[src/design/ebwd_pkg.sv]
// Shared types, codes and constants of the event block word decoder.
`default_nettype none
package ebwd_pkg;

  localparam int unsigned BlockWordsDef = 32768;
  localparam int unsigned ResDepth      = 4;

  localparam logic [15:0] MarkEvent   = 16'hFFFF;
  localparam logic [15:0] SignAdc     = 16'h4800;
  localparam logic [15:0] SignStamp   = 16'h8000;
  localparam logic [15:0] SignEnd     = 16'h5E00;
  localparam logic [15:0] MarkEnd     = 16'h5E5E;
  localparam logic [15:0] MarkStamp2  = 16'h270F;
  localparam logic [15:0] MaskLow     = 16'h00FF;
  localparam logic [15:0] MaskHigh    = 16'hFF00;

  localparam logic [1:0] CfgHeaderWords = 2'd0;
  localparam logic [1:0] CfgMaxModule   = 2'd1;

  typedef enum logic [2:0] {
    PH_IDLE     = 3'd0,
    PH_HEAD     = 3'd1,
    PH_SIZE     = 3'd2,
    PH_REC      = 3'd3,
    PH_PEND_TS  = 3'd4,
    PH_PEND_END = 3'd5,
    PH_ADC      = 3'd6,
    PH_STAMP    = 3'd7
  } phase_e;

  typedef enum logic [2:0] {
    K_HIT = 3'd0,
    K_TS  = 3'd1,
    K_EVT = 3'd2,
    K_BLK = 3'd3,
    K_ERR = 3'd4
  } kind_e;

  typedef struct packed {
    logic [15:0] word;
    logic        block_start;
  } in_beat_t;

  typedef struct packed {
    kind_e       kind;
    logic [15:0] channel;
    logic [15:0] adc_value;
    logic [15:0] cfd_value;
    logic [51:0] timestamp;
    logic        last;
  } res_t;

  typedef struct packed {
    logic [14:0] header_words;
    logic [7:0]  max_module;
  } cfg_t;

  // Up to two results decoded from one word.
  typedef struct packed {
    logic [1:0] n;
    res_t       r0;
    res_t       r1;
  } dec_res_t;

endpackage
`default_nettype wire

[src/design/ebwd_decode.sv]
// Word decoder: parse state and the per-word result logic.
`default_nettype none
module ebwd_decode #(
  parameter int unsigned BlockWords = ebwd_pkg::BlockWordsDef
) (
  input  wire logic               clk_i,
  input  wire logic               rst_ni,
  input  wire logic               take_i,
  input  wire ebwd_pkg::in_beat_t beat_i,
  input  wire ebwd_pkg::cfg_t     cfg_i,
  output ebwd_pkg::dec_res_t      res_o
);

  ebwd_pkg::phase_e phase_q, phase_d;
  logic [15:0] word_count_q, word_count_d;
  logic [15:0] ewl_q, ewl_d;
  logic [3:0]  rec_pos_q, rec_pos_d;
  logic [7:0]  module_q, module_d;
  logic [7:0]  swl_q, swl_d;
  logic [15:0] adc_hold_q [4];
  logic [15:0] stamp_ch_q, stamp_hi_q, stamp_mid_q;
  logic        adc_we, ch_we, hi_we, mid_we;
  logic [1:0]  adc_wa;

  always_comb begin
    ebwd_pkg::phase_e ph;
    logic [15:0] w, pos, ewl_c;
    logic [14:0] half;
    logic [1:0]  k, sp;
    logic [3:0]  p, pk;
    logic [47:0] t48;
    logic        have_a, have_evt, end_rec;
    ebwd_pkg::res_t ra, re;

    w   = beat_i.word;
    ph  = beat_i.block_start ? ebwd_pkg::PH_HEAD : phase_q;
    pos = beat_i.block_start ? 16'd0 : word_count_q;
    ewl_c = (ewl_q != 16'd0) ? ewl_q - 16'd1 : 16'd0;
    half  = w[15:1];
    p     = rec_pos_q;
    pk    = p - 4'd5;
    k     = pk[1:0];
    sp    = rec_pos_q[1:0];
    t48   = {stamp_hi_q, stamp_mid_q, w};

    phase_d      = ph;
    word_count_d = pos;
    ewl_d        = ewl_q;
    rec_pos_d    = rec_pos_q;
    module_d     = module_q;
    swl_d        = swl_q;
    adc_we = 1'b0; ch_we = 1'b0; hi_we = 1'b0; mid_we = 1'b0;
    adc_wa = p[1:0] - 2'd1;
    have_a = 1'b0; end_rec = 1'b0;
    ra = '0;
    re = '0;
    re.kind = ebwd_pkg::K_EVT;
    have_evt = 1'b0;

    if (ph != ebwd_pkg::PH_IDLE) begin
      if (pos != 16'hFFFF) word_count_d = pos + 16'd1;
      if ({1'b0, pos} >= 17'(BlockWords)) begin
        have_a = 1'b1; ra.kind = ebwd_pkg::K_ERR; phase_d = ebwd_pkg::PH_IDLE;
      end else begin
        unique case (ph)
          ebwd_pkg::PH_HEAD: begin
            if (pos >= {1'b0, cfg_i.header_words}) begin
              if (w != ebwd_pkg::MarkEvent) begin
                have_a = 1'b1; ra.kind = ebwd_pkg::K_BLK; phase_d = ebwd_pkg::PH_IDLE;
              end else begin
                phase_d = ebwd_pkg::PH_SIZE;
              end
            end
          end
          ebwd_pkg::PH_SIZE: begin
            if (half == 15'd2) begin
              have_a = 1'b1; ra.kind = ebwd_pkg::K_BLK; phase_d = ebwd_pkg::PH_IDLE;
            end else if (half < 15'd2) begin
              have_evt = 1'b1; phase_d = ebwd_pkg::PH_HEAD;
            end else begin
              ewl_d = {1'b0, half - 15'd2}; phase_d = ebwd_pkg::PH_REC;
            end
          end
          ebwd_pkg::PH_REC: begin
            ewl_d = ewl_c;
            if ((w & ebwd_pkg::MaskHigh) == ebwd_pkg::SignAdc && w[7:0] != 8'd0 &&
                w[7:0] <= cfg_i.max_module) begin
              module_d = w[7:0]; rec_pos_d = 4'd1; phase_d = ebwd_pkg::PH_ADC;
            end else if ((w & ebwd_pkg::MaskHigh) == ebwd_pkg::SignStamp) begin
              module_d = w[7:0]; phase_d = ebwd_pkg::PH_PEND_TS;
            end else if (w == ebwd_pkg::MarkEnd) begin
              phase_d = ebwd_pkg::PH_PEND_END;
            end else begin
              have_a = 1'b1; ra.kind = ebwd_pkg::K_ERR; phase_d = ebwd_pkg::PH_IDLE;
            end
          end
          ebwd_pkg::PH_PEND_TS: begin
            ewl_d = ewl_c;
            if (w == ebwd_pkg::MarkStamp2) begin
              swl_d = module_q; rec_pos_d = 4'd0;
              if (module_q == 8'd0) end_rec = 1'b1;
              else phase_d = ebwd_pkg::PH_STAMP;
            end else begin
              have_a = 1'b1; ra.kind = ebwd_pkg::K_ERR; phase_d = ebwd_pkg::PH_IDLE;
            end
          end
          ebwd_pkg::PH_PEND_END: begin
            have_a = 1'b1;
            ra.kind = (w == ebwd_pkg::MarkEnd) ? ebwd_pkg::K_BLK : ebwd_pkg::K_ERR;
            phase_d = ebwd_pkg::PH_IDLE;
          end
          ebwd_pkg::PH_ADC: begin
            ewl_d = ewl_c;
            if (p >= 4'd1 && p <= 4'd4) begin
              adc_we = 1'b1;
            end else if (p >= 4'd5 && p <= 4'd8) begin
              if (adc_hold_q[k] != 16'd0) begin
                have_a = 1'b1;
                ra.kind      = ebwd_pkg::K_HIT;
                ra.channel   = {module_q, 3'b000, k, 3'b000};
                ra.adc_value = adc_hold_q[k];
                ra.cfd_value = w;
              end
            end
            if (p >= 4'd9 || p == 4'd0) end_rec = 1'b1;
            else rec_pos_d = p + 4'd1;
          end
          ebwd_pkg::PH_STAMP: begin
            ewl_d = ewl_c;
            ch_we  = (sp == 2'd0);
            hi_we  = (sp == 2'd1);
            mid_we = (sp == 2'd2);
            if (sp == 2'd3) begin
              have_a = 1'b1;
              ra.kind      = ebwd_pkg::K_TS;
              ra.channel   = stamp_ch_q;
              ra.timestamp = 52'({t48, 3'b000}) + 52'({t48, 1'b0});
              swl_d = (swl_q > 8'd4) ? swl_q - 8'd4 : 8'd0;
              rec_pos_d = 4'd0;
              if (swl_d == 8'd0) end_rec = 1'b1;
            end else begin
              rec_pos_d = {2'b00, sp + 2'd1};
            end
          end
          default: phase_d = ebwd_pkg::PH_IDLE;
        endcase
      end
    end

    // Record finished: close the event once its word budget is spent.
    if (end_rec) begin
      if (ewl_c == 16'd0) begin
        have_evt = 1'b1; phase_d = ebwd_pkg::PH_HEAD;
      end else begin
        phase_d = ebwd_pkg::PH_REC;
      end
    end

    res_o.n  = {1'b0, have_a} + {1'b0, have_evt};
    re.last  = 1'b1;
    ra.last  = !have_evt;
    res_o.r0 = have_a ? ra : re;
    res_o.r1 = re;
  end

  always_ff @(posedge clk_i or negedge rst_ni) begin
    if (!rst_ni) begin
      phase_q      <= ebwd_pkg::PH_IDLE;
      word_count_q <= '0;
      ewl_q        <= '0;
      rec_pos_q    <= '0;
      module_q     <= '0;
      swl_q        <= '0;
    end else if (take_i) begin
      phase_q      <= phase_d;
      word_count_q <= word_count_d;
      ewl_q        <= ewl_d;
      rec_pos_q    <= rec_pos_d;
      module_q     <= module_d;
      swl_q        <= swl_d;
    end
  end

  always_ff @(posedge clk_i) begin
    if (take_i && adc_we) adc_hold_q[adc_wa] <= beat_i.word;
    if (take_i && ch_we)  stamp_ch_q  <= {beat_i.word[7:0], beat_i.word[15:8]};
    if (take_i && hi_we)  stamp_hi_q  <= beat_i.word;
    if (take_i && mid_we) stamp_mid_q <= beat_i.word;
  end

endmodule
`default_nettype wire

[src/design/ebwd_res_fifo.sv]
// Result queue: takes up to two results a cycle, hands out one a cycle while the reader is ready.
`default_nettype none
module ebwd_res_fifo (
  input  wire logic               clk_i,
  input  wire logic               rst_ni,
  input  wire logic               push_i,
  input  wire ebwd_pkg::dec_res_t res_i,
  output logic                    space_o,
  output logic                    out_valid_o,
  input  wire logic               out_ready_i,
  output ebwd_pkg::res_t          out_beat_o
);

  localparam int unsigned PtrW = $clog2(ebwd_pkg::ResDepth);
  localparam int unsigned CntW = PtrW + 1;

  ebwd_pkg::res_t mem_q [ebwd_pkg::ResDepth];
  logic [PtrW-1:0] wr_ptr_q, rd_ptr_q;
  logic [CntW-1:0] count_q;
  logic [1:0]      n_push;
  logic            pop;

  // Room for a full two-result beat.
  assign space_o     = count_q <= CntW'(ebwd_pkg::ResDepth - 2);
  assign out_valid_o = count_q != '0;
  assign out_beat_o  = mem_q[rd_ptr_q];
  assign pop         = out_valid_o && out_ready_i;
  assign n_push      = push_i ? res_i.n : 2'd0;

  always_ff @(posedge clk_i or negedge rst_ni) begin
    if (!rst_ni) begin
      wr_ptr_q <= '0;
      rd_ptr_q <= '0;
      count_q  <= '0;
    end else begin
      wr_ptr_q <= wr_ptr_q + PtrW'(n_push);
      if (pop) rd_ptr_q <= rd_ptr_q + PtrW'(1);
      count_q <= count_q + CntW'(n_push) - CntW'(pop);
    end
  end

  always_ff @(posedge clk_i) begin
    if (n_push != 2'd0) mem_q[wr_ptr_q] <= res_i.r0;
    if (n_push == 2'd2) mem_q[wr_ptr_q + PtrW'(1)] <= res_i.r1;
  end

`ifndef SYNTHESIS
  a_no_overflow: assert property (@(posedge clk_i) disable iff (!rst_ni)
    count_q <= CntW'(ebwd_pkg::ResDepth))
    else $error("result queue overflow");
  a_push_has_room: assert property (@(posedge clk_i) disable iff (!rst_ni)
    (n_push != 2'd0) |-> space_o)
    else $error("push without room");
  a_count_track: assert property (@(posedge clk_i) disable iff (!rst_ni)
    (n_push == 2'd2 && !pop) |=> count_q == $past(count_q) + CntW'(2))
    else $error("count lost a pair push");
  a_ptr_gap: assert property (@(posedge clk_i) disable iff (!rst_ni)
    count_q != CntW'(ebwd_pkg::ResDepth) |->
      PtrW'(wr_ptr_q - rd_ptr_q) == count_q[PtrW-1:0])
    else $error("pointers disagree with count");
`endif

endmodule
`default_nettype wire

[src/design/event_block_word_decoder.sv]
// Top level of the event block word decoder: input register, decoder, result queue.
//
//  channel  dir  handshake                 beat
//  in       in   in_valid_i / in_ready_o   in_beat_i  (word, block_start)
//  out      out  out_valid_o / out_ready_i out_beat_o (kind .. timestamp, last)
//  cfg      in   cfg_valid_i / cfg_ready_o cfg_index_i, cfg_data_i
//
// One word per cycle while the queue has room; a taken word is held in the input
// register, then decoded into the result queue that drives the output. A word
// that yields two results (record plus event end) needs two output beats, so a long run
// of such words is paced by the one-beat-per-cycle read of the four-entry result queue.
// Reset clears the parse state and queue and sets the configuration to defaults; no clearing pass.
// Output stalls back up through the queue into the input register.
`default_nettype none
module event_block_word_decoder #(
  parameter int unsigned BlockWords = ebwd_pkg::BlockWordsDef
) (
  input  wire logic               clk_i,
  input  wire logic               rst_ni,
  input  wire logic               in_valid_i,
  output logic                    in_ready_o,
  input  wire ebwd_pkg::in_beat_t in_beat_i,
  output logic                    out_valid_o,
  input  wire logic               out_ready_i,
  output ebwd_pkg::res_t          out_beat_o,
  input  wire logic               cfg_valid_i,
  output logic                    cfg_ready_o,
  input  wire logic [1:0]         cfg_index_i,
  input  wire logic [15:0]        cfg_data_i
);

  ebwd_pkg::in_beat_t in_q;
  logic               in_valid_q;
  ebwd_pkg::cfg_t     cfg_q;
  ebwd_pkg::dec_res_t dec_res;
  logic               space;
  logic               advance;

  // The held word is decoded once the queue can take both its results.
  assign advance     = in_valid_q && space;
  assign in_ready_o  = !in_valid_q || advance;
  assign cfg_ready_o = 1'b1;

  always_ff @(posedge clk_i or negedge rst_ni) begin
    if (!rst_ni) begin
      in_valid_q <= 1'b0;
    end else if (in_ready_o) begin
      in_valid_q <= in_valid_i;
    end
  end

  always_ff @(posedge clk_i) begin
    if (in_valid_i && in_ready_o) in_q <= in_beat_i;
  end

  // Configuration registers; indexes past the list are dropped.
  always_ff @(posedge clk_i or negedge rst_ni) begin
    if (!rst_ni) begin
      cfg_q.header_words <= 15'd0;
      cfg_q.max_module   <= 8'd255;
    end else if (cfg_valid_i) begin
      unique case (cfg_index_i)
        ebwd_pkg::CfgHeaderWords: cfg_q.header_words <= cfg_data_i[14:0];
        ebwd_pkg::CfgMaxModule:   cfg_q.max_module   <= cfg_data_i[7:0];
        default: ;
      endcase
    end
  end

  ebwd_decode #(
    .BlockWords(BlockWords)
  ) u_decode (
    .clk_i  (clk_i),
    .rst_ni (rst_ni),
    .take_i (advance),
    .beat_i (in_q),
    .cfg_i  (cfg_q),
    .res_o  (dec_res)
  );

  ebwd_res_fifo u_fifo (
    .clk_i       (clk_i),
    .rst_ni      (rst_ni),
    .push_i      (advance),
    .res_i       (dec_res),
    .space_o     (space),
    .out_valid_o (out_valid_o),
    .out_ready_i (out_ready_i),
    .out_beat_o  (out_beat_o)
  );

endmodule
`default_nettype wire
[config.mk]
export PLATFORM = sky130hd
export DESIGN_NAME = event_block_word_decoder
export DESIGN_NICKNAME = d
export VERILOG_FILES = /design/src/design/ebwd_pkg.sv /design/src/design/ebwd_decode.sv /design/src/design/ebwd_res_fifo.sv /design/src/design/event_block_word_decoder.sv
export SDC_FILE = /design/constraint.sdc
export NUM_CORES = 1
export LEC_CHECK = 0
export BUFFER_PORTS_ARGS = -buffer_cell sky130_fd_sc_hd__buf_4
export CORE_MARGIN = 2
export CORE_UTILIZATION = 23
export CTS_CLUSTER_DIAMETER = 200
export DETAILED_ROUTE_END_ITERATION = 16
export PLACE_DENSITY_LB_ADDON = 0.15
export SYNTH_ARGS = -nofsm -noshare
export SYNTH_HDL_FRONTEND = slang
export SYNTH_SLANG_ARGS = --single-unit
[constraint.sdc]
create_clock -name clk_i -period 5.1 [get_ports clk_i]
set_clock_uncertainty 0.1 [all_clocks]
set_input_delay 1.02 -clock clk_i [delete_from_list [all_inputs] [get_ports clk_i]]
set_output_delay 1.02 -clock clk_i [all_outputs]
set_load 0.05 [all_outputs]
==> results.sh <==
export IMPL_post_cts_buffers=0
export IMPL_syn2layout_area_growth_pct=21.43
export IMPL_synth_cells=3201
export IMPL_holdBufCountCts=0
export IMPL_antenna_found_initial=4
export IMPL_grt_max_degree=65
export IMPL_worst_setup_path_type="flop to flop"
export IMPL_hold_viol=0
export IMPL_clk_root_buffer_cell="clkbuf_16"
export IMPL_cts_buffer_depth=3
export IMPL_syn_area_um2=29770
export IMPL_place_inst=4967
export IMPL_rrSetupSlack_ps=390
export IMPL_numCtsBuffers=82
export IMPL_finalNetCount=3439
export IMPL_busiest_layer="met2"
export IMPL_die_w_um=363.8
export IMPL_slowest_delay_ps=440
export IMPL_gr_total_overflow=0
export IMPL_cp_required_ps=5540
export IMPL_first_pass_iters=5
export IMPL_fin_crit_sh_pct=92.33
export IMPL_crit_path_start_kind="flop"
export IMPL_ys_ff_latch=627
export IMPL_clk_pin_slew_ps=60
export IMPL_critPathMaxFanout=35
export IMPL_tightest_slew_ps=1111
export IMPL_initial_core_util_pct=23.08
export IMPL_synth_commonest_cells="nand2_1 (487), a21oi_1 (423), dfxtp_1 (412)"
export IMPL_cts_num_sinks=627
export IMPL_globalplace_congestion=0.8244
export IMPL_synthFlopType="dfxtp_1"
export IMPL_die_area_um2=132300
export IMPL_drt_total_wl_um=105300
export IMPL_finalCriticalPeriod_ps=4709
export IMPL_avgRoutedWirePerCell_um=20.59
export IMPL_hp_class="flop to flop"
export IMPL_antenna_left=0
export IMPL_synthMostInstantiatedCell="nand2_1"
export IMPL_io_pins=147
export IMPL_vdd_drop_max_v=0.0002496
export IMPL_maxCapViolCount=0
export IMPL_grt_total_usage_pct=15.73
export IMPL_htreeDepth=3
export IMPL_setup_viol=0
export IMPL_grt_use_met1_pct=20.65
export IMPL_slowest_stage="edfxtp_1"
export IMPL_synth_yosys_seq_area_share_pct=47.98
export IMPL_rsz0062_at_grt="yes"
export IMPL_die_height_um=363.8
export IMPL_drc_errors=0
export IMPL_endpoint_kind="flop"
export IMPL_grt_pass1_vias=23695
export IMPL_grt_first_pass_wirelength_um=156400
export IMPL_fin_cells=5115
export IMPL_worst_path_most_repeated_cell="nor2_1"
export IMPL_grtUsageMet2_pct=26.35
export IMPL_met3_usage_pct=2.285
export IMPL_coreArea_um2=129000
export IMPL_synth_cell_types=76
export IMPL_synth_top_area_cell="dfxtp_1"
export IMPL_utilization_pct=28.03
export IMPL_slew_headroom_pct=25.47
export IMPL_fillers=13712
export IMPL_ctsResizeCount=0
export IMPL_drt_iter0_drc=1399
export IMPL_synth_area_per_cell_um2=9.301
export IMPL_async_flop_share_pct=13.72
export IMPL_num_rows=132
export IMPL_arrival_ps=5150
export IMPL_cts_tree="yes"
export IMPL_vias_per_cell=4.652
export IMPL_syn_nets=3331
export IMPL_worstSkewPairLatency_ps=680
export IMPL_fmax_mhz=212.4
export IMPL_drive_above_1_share_pct=16.61
export IMPL_synthTopCellsByArea="dfxtp_1 (28%), edfxtp_1 (13%), mux4_2 (9.0%)"
export IMPL_power_density_nw_per_um2=371.7
export IMPL_synth_top_area_share_pct=27.70
export IMPL_power_leakage_nw=13.50
export IMPL_path_cells="buf_4 -> nor2b_1 -> ha_1 -> a21o_1 -> a21oi_1 -> nor2b_1 -> o41ai_1 -> nor4b_1 -> buf_4 -> o31ai_1 -> nor3_2 -> nor2_1 -> ha_1 -> o21ai_2 -> or2_4 -> buf_12 -> buf_12 -> nor2_1 -> a21oi_1 -> nor2_1"
export IMPL_slew_viol_final=0
export IMPL_yosysWarnings=0
export IMPL_p_total_mw=13.44
export IMPL_synth_edf_count=129
export IMPL_hpwl_um=68350
export IMPL_status="completed"
export IMPL_vias=23793
export IMPL_port_buffers=143
## critical path, delay by kind of cell (launching register included)
kind                     cells  cell delay (ps)
AO/OA/AOI/OAI                6             1160
flip-flops                   1              440
AND/OR/NAND/NOR              8             1270
buffers and inverters        4              870
adder cells (fa/ha/maj)      2              640
## per-layer routing
metal | part of all wire, % | routed length, µm | vias up
met5 | 0.0095 | 10 | -
met4 | 2.7 | 2825 | 2
met3 | 4.2 | 4431 | 143
met2 | 48 | 50140 | 487
met1 | 45 | 47900 | 11632
li1 | - | - | 11529
## layout make-up
class | instances | area [µm²] | share of cell area [%]
sequential | 627 | 14290 | 39.53
clock inverter | 32 | 312.8 | 0.8652
timing repair buffer | 252 | 2316 | 6.406
antenna | 1 | 2.502 | 0.006922
multi-input combinational | 2283 | 14440 | 39.93
clock buffer | 115 | 2377 | 6.576
tap | 1742 | 2180 | 6.029
inverter | 63 | 236.5 | 0.6541
## placed cells by master (no fill, tap or decap), drive strengths merged, types with 14 or more instances in the layout
cell type	instances
a21oi	423
dfrtp	78
mux4	119
xnor2	43
nor2b	30
o21ai	123
edfxtp	129
nor4	18
and2	16
clkinv	19
nand3	145
nor3	43
nand2	487
nor2	403
mux2	17
buf	252
ha	88
xor2	39
nand2b	14
inv	67
a22oi	20
a22o	29
clkbuf	115
a21o	27
nand4	28
dfxtp	412
## power breakdown
| part | total [mW] | switching, mW | internal (mW) |
|---|---|---|---|
| logic | 2.20 | 1.39 | 0.806 |
| registers | 5.42 | 0.178 | 5.24 |
| clock network | 5.82 | 2.36 | 3.46 |
| total | 13.4 | 3.93 | 9.51 |
## cell families after synthesis
group / after synthesis / share of synthesized area (%)
XOR/XNOR: 82 / 2.412
buffers and inverters: 291 / 3.816
AO/OA/AOI/OAI: 724 / 13.99
other: 2 / 0.02523
AND/OR/NAND/NOR: 1247 / 18.23
adder cells (fa/ha/maj): 90 / 3.833
multiplexers: 138 / 9.713
flip-flops: 627 / 47.98
## path summary, 6_finish.rpt
path | startpoint | cells after the start | end
max in group asynchronous | rst_ni | 2 | u_decode.rec_pos_q[0]
worst min register to register | u_fifo.mem_q[0][49] | 2 | u_fifo.mem_q[0][49]
worst max-delay path | in_q[0] | 20 | u_fifo.mem_q[1][75]
min in group asynchronous | rst_ni | 1 | u_decode.ewl_q[3]
worst min-delay path | u_fifo.mem_q[0][49] | 2 | u_fifo.mem_q[0][49]
worst max register to register | in_q[0] | 20 | u_fifo.mem_q[1][75]
## per-stage QoR
stage          setup WS (ps)  TNS (ps)  hold WS, ps  instance area (µm²)
2_1_floorplan          55.19         0        318.3                29780
6_report               391.0         0        344.0                36150
5_1_grt               -10.80    -36.96        367.2                36150
4_1_cts                32.76         0        345.5                36130
3_5_place_dp           35.30         0        335.8                33440
3_3_place_gp           30.17         0        333.7                33440
## state kept, by name, indices dropped and copies added (netlist names), 17 cells and up
| name | flops |
|---|---|
| u_fifo.mem_q | 412 |
| cfg_q | 23 |
| in_q | 17 |
| u_decode.adc_hold_q | 64 |
Note: power is estimated with default switching activity, not from simulation.
